$ cat src/arch_conditional_variance_core_assert.svh
// Assertion macros shared by the conditional variance core.
// Each macro expects clk_i and rst_ni to exist in the module that uses it.
`ifndef ARCH_CONDITIONAL_VARIANCE_CORE_ASSERT_SVH
`define ARCH_CONDITIONAL_VARIANCE_CORE_ASSERT_SVH

// Same-cycle implication.
`define ACV_ASSERT_NOW(label, ante, cons, msg) \
  label: assert property (@(posedge clk_i) disable iff (!rst_ni) (ante) |-> (cons)) \
    else $error(msg);

// Next-cycle implication.
`define ACV_ASSERT_NEXT(label, ante, cons, msg) \
  label: assert property (@(posedge clk_i) disable iff (!rst_ni) (ante) |=> (cons)) \
    else $error(msg);

`endif

$ cat src/acv_pkg.sv
package acv_pkg;

  localparam int unsigned VarW    = 32;
  localparam int unsigned WeightW = 16;
  localparam int unsigned ResW    = 16;
  localparam int unsigned OrderW  = 3;
  localparam int unsigned CfgIdxW = 3;
  localparam int unsigned NumWeights = 4;

  // Configuration register indexes.
  localparam logic [CfgIdxW-1:0] REG_BASE  = 3'd0;
  localparam logic [CfgIdxW-1:0] REG_W1    = 3'd1;
  localparam logic [CfgIdxW-1:0] REG_W2    = 3'd2;
  localparam logic [CfgIdxW-1:0] REG_W3    = 3'd3;
  localparam logic [CfgIdxW-1:0] REG_W4    = 3'd4;
  localparam logic [CfgIdxW-1:0] REG_ORDER = 3'd5;

  localparam logic [OrderW-1:0] OrderReset = 3'd4;

  typedef enum logic [1:0] {
    ST_IDLE,
    ST_MUL,
    ST_ACC,
    ST_OUT
  } state_e;

  // Controls driven from the sequencer into the row of cells.
  typedef struct packed {
    logic accept;  // input transfer this cycle
    logic clear;   // empty the history (restart)
    logic shift;   // form products and push the new square
  } ctrl_t;

endpackage

$ cat src/acv_ctrl.sv
`include "arch_conditional_variance_core_assert.svh"

module acv_ctrl import acv_pkg::*; #(
  parameter int unsigned MAX_LAGS = 4
) (
  input  logic  clk_i,
  input  logic  rst_ni,
  input  logic  in_valid_i,
  input  logic  restart_i,
  input  logic  out_stall_i,
  output logic  in_stall_o,
  output logic  out_valid_o,
  output ctrl_t ctrl_o
);

  localparam int unsigned CntW = (MAX_LAGS > 1) ? $clog2(MAX_LAGS) : 1;
  localparam logic [CntW-1:0] CntLast = CntW'(MAX_LAGS - 1);

  state_e          state_q, state_d;
  logic [CntW-1:0] cnt_q, cnt_d;
  logic            accept;

  assign accept = in_valid_i && (state_q == ST_IDLE);

  always_comb begin
    state_d = state_q;
    cnt_d   = cnt_q;
    unique case (state_q)
      ST_IDLE: begin
        if (in_valid_i) begin
          state_d = ST_MUL;
        end
      end
      ST_MUL: begin
        state_d = ST_ACC;
        cnt_d   = '0;
      end
      ST_ACC: begin
        if (cnt_q == CntLast) begin
          state_d = ST_OUT;
        end else begin
          cnt_d = cnt_q + 1'b1;
        end
      end
      ST_OUT: begin
        if (!out_stall_i) begin
          state_d = ST_IDLE;
        end
      end
      default: state_d = ST_IDLE;
    endcase
  end

  always_comb begin
    in_stall_o    = (state_q != ST_IDLE);
    out_valid_o   = (state_q == ST_OUT);
    ctrl_o.accept = accept;
    ctrl_o.clear  = accept && restart_i;
    ctrl_o.shift  = (state_q == ST_MUL);
  end

  always_ff @(posedge clk_i or negedge rst_ni) begin
    if (!rst_ni) begin
      state_q <= ST_IDLE;
      cnt_q   <= '0;
    end else begin
      state_q <= state_d;
      cnt_q   <= cnt_d;
    end
  end

  `ACV_ASSERT_NOW(a_no_accept_with_result, out_valid_o, in_stall_o, "input taken while a result waits")
  `ACV_ASSERT_NEXT(a_accept_then_shift, ctrl_o.accept, ctrl_o.shift, "push did not follow the input transfer")
  `ACV_ASSERT_NEXT(a_single_shift, ctrl_o.shift, !ctrl_o.shift, "history pushed twice for one item")
  `ACV_ASSERT_NOW(a_result_after_sum, $rose(out_valid_o), $past(state_q == ST_ACC), "result offered before the sum chain settled")

endmodule

$ cat config.mk
export PLATFORM = sky130hd
export DESIGN_NAME = acv_ctrl
export DESIGN_NICKNAME = d
export VERILOG_FILES = /design/src/acv_pkg.sv /design/src/acv_ctrl.sv
export VERILOG_INCLUDE_DIRS = /design/src /design/src/src
export SDC_FILE = /design/constraint.sdc
export NUM_CORES = 1
export LEC_CHECK = 0
export BUFFER_PORTS_ARGS = -buffer_cell sky130_fd_sc_hd__buf_2
export CELL_PAD_IN_SITES_DETAIL_PLACEMENT = 2
export CELL_PAD_IN_SITES_GLOBAL_PLACEMENT = 2
export CORE_AREA = 2 2 39 41
export CTS_BUF_LIST = sky130_fd_sc_hd__clkbuf_8
export CTS_CLUSTER_DIAMETER = 150
export DETAILED_ROUTE_END_ITERATION = 7
export DIE_AREA = 0 0 41 43
export GPL_TIMING_DRIVEN = 0
export PLACE_DENSITY_LB_ADDON = 0.1
export SYNTH_ARGS = -nofsm -noshare
export SYNTH_HDL_FRONTEND = slang
export SYNTH_SLANG_ARGS = --single-unit
$ cat constraint.sdc
create_clock -name clk_i -period 1.4 [get_ports clk_i]
set_clock_uncertainty 0.1 [all_clocks]
set_input_delay 0.21 -clock clk_i [delete_from_list [all_inputs] [get_ports clk_i]]
set_output_delay 0.21 -clock clk_i [all_outputs]
set_load 0.01 [all_outputs]
---- Yosys cells after proc, flatten, opt, wreduce, memory -nomap -nowiden ----
Index checks and enable logic that the tools add are counted.
word-level totals
  flip-flop bits (word level) ............. 4
cells by class
  equality and inequality tests ........... 8
  muxes and demuxes ....................... 6
  $add $sub $neg .......................... 1
  reductions and logical operators ........ 7
operators with widths
  operator                                             count
  two-way mux 2 bit                                    4
  != test 2 bit, second input constant                 4
  one-hot mux 2 bit (4 select lines)                   1
  equality test 2 bit, second input constant           3
  one-hot mux 2 bit (2 select lines)                   1
  nonzero test 2 bit                                   2
  AND reduction 3 bit                                  1
  adder 2 x 1 -> 2 bit, second input constant          1
  equality test 2 x 1 -> 1 bit, second input constant  1
  logical AND 1 bit                                    2
  zero test 2 bit                                      1
  AND reduction 2 bit                                  1

---- Depth between registers and ports, before layout ----
  word-level depth ........................ 3
  mapped depth ............................ 5
  depth with buffers taken out ............ 5

---- Worst setup path after synthesis ----
No wires, ideal clock.
  path type ............................... reg2reg
  from .................................... register state_q[0]
  to ...................................... register state_q[1]
  buffers on the path ..................... 0
  path slack .............................. -77 ps
  data arrival time ....................... 1,252 ps
  stages on the path, launching flop included .. 6
  cell sequence ........................... dfrtp_1 > inv_1 > ha_1 > inv_2 > o221ai_2 > mux2_4
on the way
  longest elaborated chain between the ends .. 3
  elaborated cells between the ends (all ways) .. 9
  those cells by class .................... 6 x eq/ne; 1 x mux; 2 x reduce/logical
ends and longest elaborated chain
  element                                                        line            RTL
  from (decl)                                                    acv_ctrl.sv:19  state_e state_q, state_d;
  from (signal assigned)                                         acv_ctrl.sv:67  state_q <= state_d;
  equality test 2 bit / zero test 2 bit (equally long branches)  acv_ctrl.sv:28  unique case (state_q)
  != test 2 bit (no line)                                        -
  AND reduction 3 bit (no line)                                  -
Several ways; a longest one is shown, not always the timed one.
A chain may end at the register's enable or synchronous reset.

==> impl_metrics.ini <==
[power_and_ir_drop]
ir_drop_mv = 0.928
finalPower_mw = 1.36
p_leak_nw = 0.245
power_density_nw_per_um2 = 2520

[global_route]
grt.total_usage_pct = 12.0
overflow = 0
grt_pass1_vias = 299
antenna_found_initial = 0
grt_pass1_wl_um = 1280
grt_max_degree = 5

[clocking]
cts.sinks = 4
clk_latency_ns = 0.22
cts_made_buffers = 3
h-tree-depth = 1
clk_path_buf_depth = 2
cts_tree = yes
path_clk_slew_ns = 0.03
cts-root-buf = clkbuf_8

[detailed_routing]
drt_wl_total_um = 794
drt_iter0_drc = 0
dr.pass1.iters = 1
via_count = 266
final_antenna_net_count = 0
viasPerCell = 4.36
wire_per_inst_um = 13.0
route.detailed.drc = 0

[timing]
hold_violations = 0
max_freq_ghz = 0.680
setup_viol = 4
finalWorstSetupSlack_ns = -0.0716
worstMarginPinSlew_ns = 0.206
finalCritPeriodShare_pct = 105
max_slew_margin_pct = 86.3
rsz0062_at_grt = yes
fin_crit_ns = 1.47
drv_slew = 0

[hold_path]
min_path_type = input pin to asynchronous set/reset pin

[setup_path]
cp.arrival_ns = 1.16
crit_type = register to primary output
slowest_delay_ns = 0.39
r2r_start = state_q[1]
worstPathMaxFanout = 3
worstPathRequired_ns = 1.09
cp-start-kind = register
r2r_end = state_q[1]
reg2reg_depth = 5
crit_chain = inv_2 > ha_4 > and3_4 > buf_6
critical-path-slowest-cell = dfrtp_1
cp.buffers_inverters = 2
cp_top_family = flip-flops
end_kind = primary output
r2r_setup_slack_ns = -0.07

[place]
place_area_sq_um = 403
gp_congestion = 0.627
port_buffers = 9

[logic_synthesis]
ys_seq_area_share_pct = 33.5
syn_inst = 29
yosysWarnings = 0
avgSynthCellArea_sq_um = 10.3
ys_ff_latch = 4
synth_cell_types = 15
synth_area_leader_cell = dfrtp_1
synth_top_area_share_pct = 33.5
netlist_area_sq_um = 299
yosys-top-cells-area = dfrtp_1 (33%), ha_1 (25%), mux2i_1 (6.7%)
syn_nets = 40

[floorplan]
die_y_um = 43
die_area_sq_um = 1760
start_util_pct = 21.6
ioPinCount = 10
row_count = 14
coreArea_sq_um = 1380
die_w_um = 41

[final_layout]
nFillCells = 151
nets = 58
synthToLayoutAreaGrowth_pct = 80.3
num_antenna_cells = 0
drive_gt1_share_pct = 68.9
final_cell_mix = buf_2 (5), buf_6 (5)
fin_area_sq_um = 539

[outcome]
status = finished, violations left
violations = negative setup slack

[flow_run]
drv_cap = 0
[flip-flops by register name, indices dropped and copies added, names as in the netlist]
name and flops:
state_q 2, cnt_q 2
[synthesized netlist by cell type]
library cell	n
buf_4	1
dfrtp_1	4
xor2_1	1
mux2_4	1
nor2_1	2
nand2_1	3
ha_1	6
mux2i_1	2
inv_2	1
o22ai_1	1
o21ai_0	1
and2_1	1
o221ai_2	1
inv_1	3
and3_1	1
[kinds of logic after synthesis]
logic type                 after synthesis  synth area share [%]
AOI/OAI and AO/OA                        3                  8.78
xor gates and xnor gates                 1                  2.93
adders and majority gates                6                  25.1
buffers and inverters                    5                  7.53
DFF                                      4                  33.5
muxes                                    3                  11.7
and+or+nand+nor                          7                  10.5
[timing repair]
action                                 4_1_cts  5_1_grt
endpoints found under the hold margin        4        0
hold buffers                                 1        0
resized for setup                            9        6
setup endpoints to repair                    5        6
buffers inserted                             3        1
pin swaps                                    2        2
[routing by layer]
metal / global-route usage [%] / share of wire (%)
met1: 10.4 / 34
met2: 19.7 / 59
met3: 7.85 / 6.7
met4: 6.00 / 0
met5: 0 / 0
[cell type report]
| type | count | area, sq um | area share [%] |
|---|---|---|---|
| Sequential cell | 4 | 101 | 18.8 |
| Inverter | 4 | 22.5 | 4.18 |
| Multi-Input combinational cell | 20 | 240 | 44.5 |
| Clock buffer | 3 | 41.3 | 7.66 |
| Tap cell | 16 | 20.0 | 3.71 |
| Timing Repair Buffer | 14 | 114 | 21.1 |
[worst register-to-register path, cell delays in order, from the launching register on]
cell and delay (ns):
dfrtp_2 0.39, buf_6 0.13, ha_4 0.16, inv_4 0.05
o221ai_4 0.20, mux2_4 0.32
[per-stage QoR]
stage          worst slack [ns]  std cells  setup TNS [ns]  util [%]  hold slack, ns
4_1_cts                 -0.0830         60          -0.196      35.8           0.235
6_report                -0.0716         61          -0.172      39.0           0.232
5_1_grt                  -0.115         61          -0.324      39.0           0.256
2_1_floorplan           -0.0196         29         -0.0196         -          -0.186
3_3_place_gp            -0.0805         54         -0.0867      29.1         -0.0840
3_5_place_dp             -0.114         54          -0.147      29.1         -0.0775
[power breakdown]
part	internal, mW	switching [mW]
Clock	0.183	0.0581
Combinational	0.480	0.403
Sequential	0.179	0.0558
[worst max-delay path by stage]
| stage | slack, ns | to | cells after the start | startpoint |
|---|---|---|---|---|
| after floorplan | -0.02 | state_q[1] | 5 | state_q[1] |
| after global placement | -0.08 | state_q[1] | 5 | state_q[0] |
| after detailed placement | -0.11 | state_q[1] | 5 | state_q[0] |
| after CTS | -0.08 | ctrl_o[1] | 4 | state_q[0] |
| after global routing | -0.11 | ctrl_o[1] | 4 | state_q[0] |
| final | -0.07 | ctrl_o[1] | 4 | state_q[0] |
(Power assumes the default switching activity.)
