<file path="src/arch_conditional_variance_core_assert.svh">
// Assertion macros shared by the conditional variance core.
// Each macro expects clk_i and rst_ni to exist in the module that uses it.
`ifndef ARCH_CONDITIONAL_VARIANCE_CORE_ASSERT_SVH
`define ARCH_CONDITIONAL_VARIANCE_CORE_ASSERT_SVH

// Same-cycle implication.
`define ACV_ASSERT_NOW(label, ante, cons, msg) \
  label: assert property (@(posedge clk_i) disable iff (!rst_ni) (ante) |-> (cons)) \
    else $error(msg);

// Next-cycle implication.
`define ACV_ASSERT_NEXT(label, ante, cons, msg) \
  label: assert property (@(posedge clk_i) disable iff (!rst_ni) (ante) |=> (cons)) \
    else $error(msg);

`endif

</file>
<file path="src/acv_pkg.sv">
package acv_pkg;

  localparam int unsigned VarW    = 32;
  localparam int unsigned WeightW = 16;
  localparam int unsigned ResW    = 16;
  localparam int unsigned OrderW  = 3;
  localparam int unsigned CfgIdxW = 3;
  localparam int unsigned NumWeights = 4;

  // Configuration register indexes.
  localparam logic [CfgIdxW-1:0] REG_BASE  = 3'd0;
  localparam logic [CfgIdxW-1:0] REG_W1    = 3'd1;
  localparam logic [CfgIdxW-1:0] REG_W2    = 3'd2;
  localparam logic [CfgIdxW-1:0] REG_W3    = 3'd3;
  localparam logic [CfgIdxW-1:0] REG_W4    = 3'd4;
  localparam logic [CfgIdxW-1:0] REG_ORDER = 3'd5;

  localparam logic [OrderW-1:0] OrderReset = 3'd4;

  typedef enum logic [1:0] {
    ST_IDLE,
    ST_MUL,
    ST_ACC,
    ST_OUT
  } state_e;

  // Controls driven from the sequencer into the row of cells.
  typedef struct packed {
    logic accept;  // input transfer this cycle
    logic clear;   // empty the history (restart)
    logic shift;   // form products and push the new square
  } ctrl_t;

endpackage

</file>
<file path="src/acv_cell.sv">
module acv_cell import acv_pkg::*; (
  input  logic               clk_i,
  input  logic               rst_ni,
  input  ctrl_t              ctrl_i,
  input  logic               active_i,
  input  logic [WeightW-1:0] weight_i,
  input  logic [VarW-1:0]    sq_i,
  input  logic               vld_i,
  input  logic [VarW-1:0]    psum_i,
  input  logic               psat_i,
  output logic [VarW-1:0]    sq_o,
  output logic               vld_o,
  output logic [VarW-1:0]    psum_o,
  output logic               psat_o
);

  logic [VarW-1:0]         sq_q, sq_d;
  logic                    vld_q, vld_d;
  logic [VarW+WeightW-1:0] prod_full;
  logic [VarW-1:0]         prod_q, prod_d;
  logic [VarW:0]           sum;
  logic [VarW-1:0]         psum_q, psum_d;
  logic                    psat_q, psat_d;

  // History entry and its seen flag move one cell down on every push.
  always_comb begin
    sq_d  = sq_q;
    vld_d = vld_q;
    if (ctrl_i.clear) begin
      sq_d  = '0;
      vld_d = 1'b0;
    end else if (ctrl_i.shift) begin
      sq_d  = sq_i;
      vld_d = vld_i;
    end
  end

  assign prod_full = VarW'(0) + (weight_i * sq_q);
  assign prod_d    = (active_i && vld_q) ? prod_full[VarW+WeightW-1:WeightW] : '0;

  // Saturating partial sum, handed to the next cell every cycle.
  assign sum    = {1'b0, psum_i} + {1'b0, prod_q};
  assign psat_d = psat_i | sum[VarW];
  assign psum_d = psat_d ? '1 : sum[VarW-1:0];

  always_ff @(posedge clk_i or negedge rst_ni) begin
    if (!rst_ni) begin
      sq_q  <= '0;
      vld_q <= 1'b0;
    end else begin
      sq_q  <= sq_d;
      vld_q <= vld_d;
    end
  end

  always_ff @(posedge clk_i) begin
    if (ctrl_i.shift) begin
      prod_q <= prod_d;
    end
    psum_q <= psum_d;
    psat_q <= psat_d;
  end

  assign sq_o   = sq_q;
  assign vld_o  = vld_q;
  assign psum_o = psum_q;
  assign psat_o = psat_q;

endmodule

</file>
<file path="config.mk">
export PLATFORM = sky130hd
export DESIGN_NAME = acv_cell
export DESIGN_NICKNAME = d
export VERILOG_FILES = /design/src/arch_conditional_variance_core_assert.svh /design/src/acv_pkg.sv /design/src/acv_cell.sv
export SDC_FILE = /design/constraint.sdc
export NUM_CORES = 1
export LEC_CHECK = 0
export ABC_AREA = 1
export BUFFER_PORTS_ARGS = -buffer_cell sky130_fd_sc_hd__buf_2
export CORE_ASPECT_RATIO = 1.5
export CORE_MARGIN = 2
export CORE_UTILIZATION = 55
export CTS_BUF_LIST = sky130_fd_sc_hd__clkbuf_16
export DETAILED_ROUTE_END_ITERATION = 6
export PLACE_DENSITY = 0.74
export SYNTH_ARGS = -nofsm -noshare
export SYNTH_HDL_FRONTEND = slang
export SYNTH_SLANG_ARGS = --single-unit
</file>
<file path="constraint.sdc">
create_clock -name clk_i -period 12.2 [get_ports clk_i]
set_clock_uncertainty 0.05 [all_clocks]
set_input_delay 0.61 -clock clk_i [delete_from_list [all_inputs] [get_ports clk_i]]
set_output_delay 0.61 -clock clk_i [all_outputs]
set_load 0.01 [all_outputs]
</file>
# Yosys cells after proc, flatten, opt, wreduce, memory -nomap -nowiden
# Cells that the tools add are included.
dict set report totals {
  reg_bits 98
  rom_bits 0
  input_bits 88
  elab_cells 14
  out_inout_bits 66
  latchBits 0
  mem_bits_rw 0
  n_memories 0
}
dict set report op_classes {
  n_bitwise 1
  n_reduce_logical 2
  multipliers 1
  n_lt_le_gt_ge 0
  shifts 0
  n_eq_ne 0
  div_mod_pow 0
  mux 4
  n_addsub 1
}
# op count
set ops {}
lappend ops {{2-to-1 mux 32 bit} 2}
lappend ops {{multiplier 16 x 32 -> 48 bit} 1}
lappend ops {{adder 32 x 32 -> 33 bit} 1}
lappend ops {{2-to-1 mux 1 bit} 2}
lappend ops {{nonzero test 2 bit} 1}
lappend ops {{logical AND 1 bit} 1}
lappend ops {{bitwise OR 1 bit} 1}

# Longest topological paths before layout
# Gate-level depths: netlist of the first run.
dict set report logic_depth {
  ltp_word 2
  ltp_mapped 30
}

# Least setup slack after synthesis of the first run
# OpenSTA, ideal clock, no wires.
dict set report synth_path {
  path_kind {input to register}
  start {input weight_i[1]}
  end {register prod_q[26] (data pin)}
  path_buffers 1
  required_time_ns 11.897
  setup_ns 0.253
  path_slack_ns 6.474
  path_stages 25
  t_arrival_ns 5.423
  cell_sequence {clkbuf_1 -> nand2_1 -> fa_1 -> inv_1 -> fa_1 -> inv_1 -> fa_1 -> inv_1 -> fa_1 -> fa_1 -> inv_1 -> fa_1 -> inv_1 -> ha_1 -> nand2_1 -> nor2_1 -> inv_1 -> nor2_1 -> inv_1 -> nor2_1 -> nand4_1 -> nand3_1 -> nand2_1 -> nand2_1 -> nor2_1}
}
dict set report synth_between {
  elab_chain_cells 1
}
# item line_no
set synth_rtl {}
lappend synth_rtl {{start: declaration} acv_cell.sv:6} ;# input logic [WeightW-1:0] weight_i,
lappend synth_rtl {{multiplier 16 x 32 -> 48 bit} acv_cell.sv:38} ;# assign prod_full = VarW'(0) + (weight_i * sq_q);
lappend synth_rtl {{end signal: assignment} acv_cell.sv:58} ;# prod_q <= prod_d;
lappend synth_rtl {{end: declaration} acv_cell.sv:20} ;# logic [VarW-1:0] prod_q, prod_d;
# No other way between the ends.
# A chain may end at the register's enable or synchronous reset.

# Worst setup path in the final report of the first run
dict set report layout_path {
  start {register sq_q[13] (netlist: sq_o[13])}
  end {register prod_q[27] (data pin)}
}
dict set report layout_between {
  elab_chain_cells 1
}
# item line_no
set layout_rtl {}
lappend layout_rtl {{start: declaration} acv_cell.sv:17} ;# logic [VarW-1:0] sq_q, sq_d;
lappend layout_rtl {{start signal: assignment} acv_cell.sv:51} ;# sq_q <= sq_d;
lappend layout_rtl {{multiplier 16 x 32 -> 48 bit} acv_cell.sv:38}
# No other way between the ends.

==> results.py, run 1 <==
metrics = {
    "status": {
        "status": "finished, final reports clean",
    },
    "route": {
        "drt_pass1_iterations": 5,
        "antenna_left": 0,
        "vias": 19124,
        "detail_route.wl_per_cell_um": 18.0,
        "drc_errors": 0,
        "routed_wl_um": 63600,
        "avgViaCountPerCell": 5.40,
        "drt_iter0_drc": 1244,
    },
    "logic_synthesis": {
        "muxShareOfSynthArea": 0,
        "ys_seq_elements": 98,
        "synthAdderAreaFrac": 0.458,
        "synthSimpleGateAreaFrac": 0.206,
        "synth_cells": 2992,
        "synthTopCellsByArea": "fa_1 37%, nand2_1 14%, inv_1 13%",
        "synth_compound_area_frac": 0.0599,
        "synth_seq_area_share": 0.110,
        "syn_avg_cell_area_sq_um": 7.46,
        "synthDistinctLibCells": 44,
        "synth_top_family_by_area": "adder cells",
        "synthXorXnorAreaFrac": 0.0106,
        "yosys_warnings": 0,
        "synthArstFlopShare": 0.337,
        "synth_nets": 3647,
        "synthDominantAreaCellType": "fa_1",
        "syn-cell-area_sq_um": 22300,
        "synth_top_cell_area_share": 0.375,
        "synth-main-ff-cell": "dfxtp_1",
        "synth_edf_count": 32,
    },
    "cells_and_area": {
        "multi_input_comb_area_sq_um": 16400,
        "layout-drive-gt1-share": 0.0689,
        "nets": 3683,
        "seq_area_sq_um": 2450,
        "n_antenna_cell": 0,
        "fillers": 3735,
        "syn_to_final_growth_pct": 5.32,
    },
    "sta": {
        "setup_viol": 0,
        "fin_crit_ns": 6.48,
        "rsz0062_at_grt": "no",
        "drv_slew": 0,
        "fin_tns_setup_ns": 0,
        "finalCritPeriodShare": 0.531,
        "max_freq_mhz": 154,
        "hold_ws_ns": 0.218,
        "finalHoldViolations": 0,
        "relSlewSlack": 0.291,
        "worstMarginPinSlew_ns": 1.06,
    },
    "clock_tree": {
        "cts_sinks": 98,
        "htreeDepth": 3,
        "clk_latency_ns": 0.40,
        "post_cts_resized": 0,
        "cts_root_buf": "clkbuf_16",
        "cts_setup_buffers": 0,
        "cts_buffers": 9,
        "cts_tree": "done",
        "cts_hold_buf": 0,
        "path_clk_slew_ns": 0.09,
        "clk_path_buf_depth": 2,
    },
    "floorplan": {
        "ios": 154,
        "num_rows": 90,
        "die_h_um": 251,
        "dieArea_sq_um": 42200,
        "start_util": 0.557,
        "die_x_um": 168,
        "core_sq_um": 40100,
    },
    "setup_path": {
        "arrival_ns": 6.58,
        "regToRegSetupSlack_ns": 5.72,
        "start_kind": "register",
        "worstSetupPathType": "register to register",
        "cp-end-kind": "register",
        "cp.required_ns": 12.30,
        "cp_max_fo": 18,
    },
    "grt": {
        "grt_max_degree": 67,
        "track_usage": 0.317,
        "antenna_found_initial": 0,
        "grt_pass1_wl_um": 103000,
        "grt_overflow_total": 0,
        "grt_pass1_vias": 20869,
    },
    "pwr": {
        "pwr_density_cell_nw_per_um2": 132,
        "ir_drop_mv": 0.0940,
        "p_leak_uw": 0.0131,
    },
    "placed_design": {
        "dp_hpwl_um": 50500,
        "finalWeightedCongestion": 0.938,
        "port_buffers": 152,
    },
    "flow_run": {
        "drv_cap": 0,
    },
    "worst_hold_path": {
        "hold_class": "input pin to asynchronous set/reset pin",
    },
}
## critical path, cell delays in order, from the launching register on
cell and delay, ns:
dfrtp_1 0.97, nand2_1 0.18, fa_1 0.57, inv_1 0.05
fa_1 0.49, fa_1 0.59, fa_1 0.44, fa_1 0.50
inv_1 0.05, fa_1 0.48, inv_1 0.05, ha_1 0.35
a21oi_1 0.31, o21ai_0 0.24, a21oi_1 0.36, nand2_1 0.11
a21oi_1 0.22, nand3_1 0.10, nand2_1 0.07, nor2_1 0.06
## worst paths after layout
kind / start / to / cells after the start
worst max register to register: sq_o[13] / prod_q[27] / 19
worst min-delay path: rst_ni / sq_o[26] / 1
min in group clk_i: sq_i[0] / sq_o[0] / 3
worst min register to register: prod_q[0] / psum_o[0] / 3
worst max-delay path: sq_o[13] / prod_q[27] / 19
max in group asynchronous: rst_ni / sq_o[4] / 1
## state kept, by name (all words and copies together), names as in the netlist
signal and flops:
prod_q 32, psat_o 1, psum_o 32, sq_o 32, vld_o 1
## synthesized netlist by cell type (2+ instances only)
library cell and count:
nor4_1 3, a21oi_2 3, ha_1 149, buf_6 2, nand4_1 12, inv_1 785
o21a_1 10, nor3_1 11, a211oi_1 2, dfxtp_1 33, o21ai_1 2, a21o_1 12
edfxtp_1 32, nand3_1 97, buf_2 2, nand2_1 811, nand3b_1 3, fa_1 418
nor2_4 2, xnor2_1 8, nand2_2 17, o211ai_1 3, o21ai_0 89, o21ai_2 2
xor2_1 19, nand3_2 7, dfrtp_1 33, o21bai_1 8, nor2_1 171, nor2_2 5
clkbuf_1 121, a21oi_1 108
## metal layers
metal | share of wire | vias to the layer above | track usage
met5 | 0 | - | 0
li1 | - | 8782 | -
met1 | 0.35 | 9310 | 0.343
met2 | 0.53 | 794 | 0.590
met4 | 0.063 | 0 | 0.187
met3 | 0.059 | 238 | 0.0359
## cell type report
cell class	instances	area share
Multi-Input combinational cell	1980	0.698
Clock buffer	9	0.00958
Tap cell	506	0.0269
Inverter	786	0.125
Clock inverter	7	0.00346
Timing Repair Buffer	153	0.0327
Sequential cell	98	0.104
## placed cells by master (no fill, tap or decap), types with 8 or more instances in the layout
cell / count
edfxtp_1: 32
nor3_1: 11
nor2_1: 171
o21a_1: 10
ha_1: 149
o21bai_1: 8
nand2_2: 17
a21oi_1: 108
fa_1: 418
nand3_1: 97
inv_1: 785
clkbuf_16: 9
o21ai_0: 89
dfrtp_1: 33
xor2_1: 19
a21o_1: 12
dfxtp_1: 33
nand2_1: 811
xnor2_1: 8
buf_2: 152
nand4_1: 12
## metrics by stage
step,cells,area [sq um],power [uW],setup slack (ns),util
after floorplan,2992,22300,2090,6.47,-
after global placement,3523,23200,2720,5.55,0.579
after detailed placement,3523,23200,2750,5.49,0.579
after CTS,3539,23500,3090,5.79,0.586
after global routing,3539,23500,3450,5.42,0.586
final,3539,23500,3100,5.72,0.586
## cell families after synthesis
family | after synthesis
AND/OR/NAND/NOR | 1143
buffers and inverters | 914
adder cells (fa/ha/maj) | 567
AO/OA/AOI/OAI | 243
flip-flops | 98
XOR/XNOR | 27
## where the power goes
group          switching (uW)  internal [uW]  leakage, uW  total [uW]
sequential               54.7            380      0.00104         434
combinational            1530            811       0.0119        2340
clock                     178            147     0.000150         325
Power figures use the tool's default switching activity.
==> run 2: changes to the inputs <==
--- a/config.mk
+++ b/config.mk
@@ -5,7 +5,7 @@
 export SDC_FILE = /design/constraint.sdc
 export NUM_CORES = 1
 export LEC_CHECK = 0
-export ABC_AREA = 1
+export ABC_AREA = 0
 export BUFFER_PORTS_ARGS = -buffer_cell sky130_fd_sc_hd__buf_2
 export CORE_ASPECT_RATIO = 1.5
 export CORE_MARGIN = 2
==> constraint.sdc (replaced) <==
create_clock -name clk_i -period 6.7 [get_ports clk_i]
set_clock_uncertainty 0.05 [all_clocks]
set_input_delay 0.335 -clock clk_i [delete_from_list [all_inputs] [get_ports clk_i]]
set_output_delay 0.335 -clock clk_i [all_outputs]
set_load 0.01 [all_outputs]
==> run 2 against run 1 <==
Effect of this change:
- critical path type unchanged
- combinational power rose by 96%
- register-to-register slack worse by 5.5 ns
- sequential share of layout area increased by 0.32 points
- core utilization grew 2.5 points
- hold slack got worse by 0.15 ns
- largest power group unchanged
- critical path depth grew 3
- critical endpoint is now prod_q[31]
==> results.py, run 2 <==
metrics = {
    "status": {
        "status": "finished, final reports clean",
    },
    "setup_path": {
        "worstSetupPathType": "register to register",
        "r2r_start": "sq_o[20]",
        "regToRegSetupSlack_ns": 0.24,
        "critPathLaunch": "sq_o[20]",
        "cp.required_ns": 6.79,
        "crit_path_max_incr_delay_ns": 0.56,
        "cp_max_fo": 8,
        "crit_top_cell": "fa_1",
        "start_kind": "register",
        "reg2regPathDepth": 22,
        "path_delay_family": "adder cells",
        "timing.rr.end": "prod_q[31]",
        "cp_num_buf_inv": 6,
        "arrival_ns": 6.55,
        "path_cells": "buf_4, and2_1, fa_1, inv_1, fa_1, inv_1, fa_1, inv_1, fa_1, fa_1, fa_1, inv_1, ha_1, a21o_1, a31oi_1, o21ai_0, o2bb2ai_1, o21ai_2, a311oi_2, buf_4, a21o_1, a21o_1",
        "cp-end-kind": "register",
        "crit_slowest_cell": "fa_1",
    },
    "logic_synthesis": {
        "synthSimpleGateAreaFrac": 0.173,
        "synth-main-ff-cell": "dfxtp_1",
        "yosys_warnings": 0,
        "synthDistinctLibCells": 73,
        "synthDominantAreaCellType": "fa_1",
        "synth_seq_area_share": 0.117,
        "synth_top_cell_area_share": 0.399,
        "muxShareOfSynthArea": 0.0177,
        "synthArstFlopShare": 0.337,
        "synth_edf_count": 32,
        "syn-cell-area_sq_um": 21000,
        "synth_top_family_by_area": "adder cells",
        "ys_seq_elements": 98,
        "synthAdderAreaFrac": 0.488,
        "synthXorXnorAreaFrac": 0.0180,
        "yosys.cell_count.top_type": "inv_1",
        "synth_compound_area_frac": 0.0848,
        "synth_cells": 2318,
        "synth_common_cells": "443 x inv_1, 418 x fa_1, 378 x nand2_1",
        "synthTopCellsByArea": "fa_1 40%, ha_1 8.9%, inv_1 7.9%",
        "syn_avg_cell_area_sq_um": 9.04,
        "synth_nets": 2973,
    },
    "grt": {
        "grt_overflow_total": 0,
        "grt_max_degree": 42,
        "antenna_found_initial": 0,
        "track_usage": 0.282,
        "grt_pass1_vias": 18000,
        "grt_pass1_wl_um": 88400,
    },
    "sta": {
        "setup_viol": 0,
        "finalCritPeriodShare": 0.965,
        "finalHoldViolations": 0,
        "hold_ws_ns": 0.0670,
        "rsz0062_at_grt": "no",
        "worstMarginPinSlew_ns": 1.13,
        "setup_slack_ns": 0.236,
        "fin_crit_ns": 6.46,
        "drv_slew": 0,
        "relSlewSlack": 0.242,
        "max_freq_mhz": 155,
    },
    "pwr": {
        "seq_power_share": 0.129,
        "netSwitchingPower_uw": 3000,
        "clockPowerShare": 0.090,
        "swShare": 0.510,
        "pwr_density_cell_nw_per_um2": 256,
        "p_int_uw": 2880,
        "ir_drop_mv": 0.200,
        "power_uw": 5870,
        "p_leak_uw": 0.0114,
        "combPwrFrac": 0.781,
    },
    "floorplan": {
        "ios": 154,
        "die_x_um": 163,
        "core_sq_um": 37600,
        "die_h_um": 243,
        "num_rows": 87,
        "dieArea_sq_um": 39700,
        "start_util": 0.558,
    },
    "route": {
        "detail_route.wl_per_cell_um": 18.0,
        "drt_pass1_iterations": 5,
        "avgViaCountPerCell": 5.57,
        "drt_iter0_drc": 1111,
        "routed_wl_um": 53200,
        "vias": 16419,
        "drc_errors": 0,
        "antenna_left": 0,
    },
    "clock_tree": {
        "path_clk_slew_ns": 0.08,
        "cts_buffers": 9,
        "clk_path_buf_depth": 2,
        "cts_root_buf": "clkbuf_16",
        "cts_hold_buf": 0,
        "htreeDepth": 3,
        "cts_sinks": 98,
        "clk_latency_ns": 0.38,
        "cts_tree": "done",
    },
    "cells_and_area": {
        "syn_to_final_growth_pct": 9.58,
        "layout-drive-gt1-share": 0.121,
        "n_antenna_cell": 0,
        "fillers": 3169,
        "nets": 3111,
        "layout_common_cells": "443 x inv_1, 418 x fa_1, 378 x nand2_1",
        "final_common_cell": "inv_1",
        "final_cells": 2950,
    },
    "flow_run": {
        "drv_cap": 0,
    },
    "worst_hold_path": {
        "hold_class": "input pin to asynchronous set/reset pin",
    },
    "placed_design": {
        "dp_cells": 2932,
        "post-place-ws_ns": -0.0294,
        "port_buffers": 152,
        "finalWeightedCongestion": 0.929,
        "dp_hpwl_um": 44000,
    },
}
==> run 2: changes by cell type in the layout (fill, tap and decap cells not counted), moves of 15 or more <==
cell,before,now
inv_1,785,443
a21oi_1,108,59
nand2_1,811,378
and2_1,0,205
nor2_1,171,89
mux2i_1,0,37
nand2_2,17,0
buf_4,1,82
o21ai_0,89,25
nand3_1,97,16
a21o_1,12,42
a31oi_1,1,16
xnor2_1,8,27
==> run 2: layer usage <==
metal,part of all wire,track usage,up-vias
li1,-,-,7390
met1,0.38,0.337,8226
met2,0.51,0.497,652
met3,0.063,0.0434,151
met4,0.045,0.125,0
met5,0,0,-
==> run 2: through the flow <==
| stage | cell area, sq um | setup TNS (ns) | util |
|---|---|---|---|
| 5_1_grt | 23000 | 0 | 0.611 |
| 4_1_cts | 22900 | 0 | 0.610 |
| 3_3_place_gp | 22600 | 0 | 0.603 |
| 3_5_place_dp | 22600 | -0.0294 | 0.603 |
| 6_report | 23000 | 0 | 0.611 |
| 2_1_floorplan | 21000 | 0 | - |
==> run 2: power groups by stage <==
stage	Sequential [uW]	Clock (uW)	Combinational [uW]
2_1_floorplan	765	0	3140
3_3_place_gp	767	0	4380
3_5_place_dp	769	0	4470
4_1_cts	756	547	4510
5_1_grt	764	564	5140
6_report	756	531	4590
==> run 2: timing repair <==
| action | in CTS | in global routing |
|---|---|---|
| endpoints found under the setup margin | 0 | 11 |
| gates resized for setup | 0 | 16 |
| hold endpoints to repair | 0 | 0 |
| buffers inserted | 0 | 2 |
==> run 2: logic make-up (layout without fill, tap and decap cells) <==
kind of cell	after synthesis	in the layout
compound gates	248	248
fa+ha+maj	567	567
mux	37	37
xor+xnor	43	43
flops	98	98
buf+inv	558	701
simple gates	767	767
==> run 2: final cells by class <==
class                      instances  area [sq um]  share of cell area
clock inverter                     7          60.1             0.00262
multi-input combinational       1662         16400               0.714
timing repair buffer             241          1530              0.0667
inverter                         444          1670              0.0726
sequential                        98          2460               0.107
clock buffer                       9           225             0.00981
tap                              489           612              0.0266
==> run 2: worst max-delay path by stage <==
stage	end	slack, ns	cells past startpoint
3_3_place_gp	prod_q[25]	0.14	20
3_5_place_dp	prod_q[31]	-0.03	20
2_1_floorplan	prod_q[25]	0.52	22
4_1_cts	prod_q[31]	0.07	19
5_1_grt	prod_q[30]	0.008	22
6_report	prod_q[31]	0.24	22
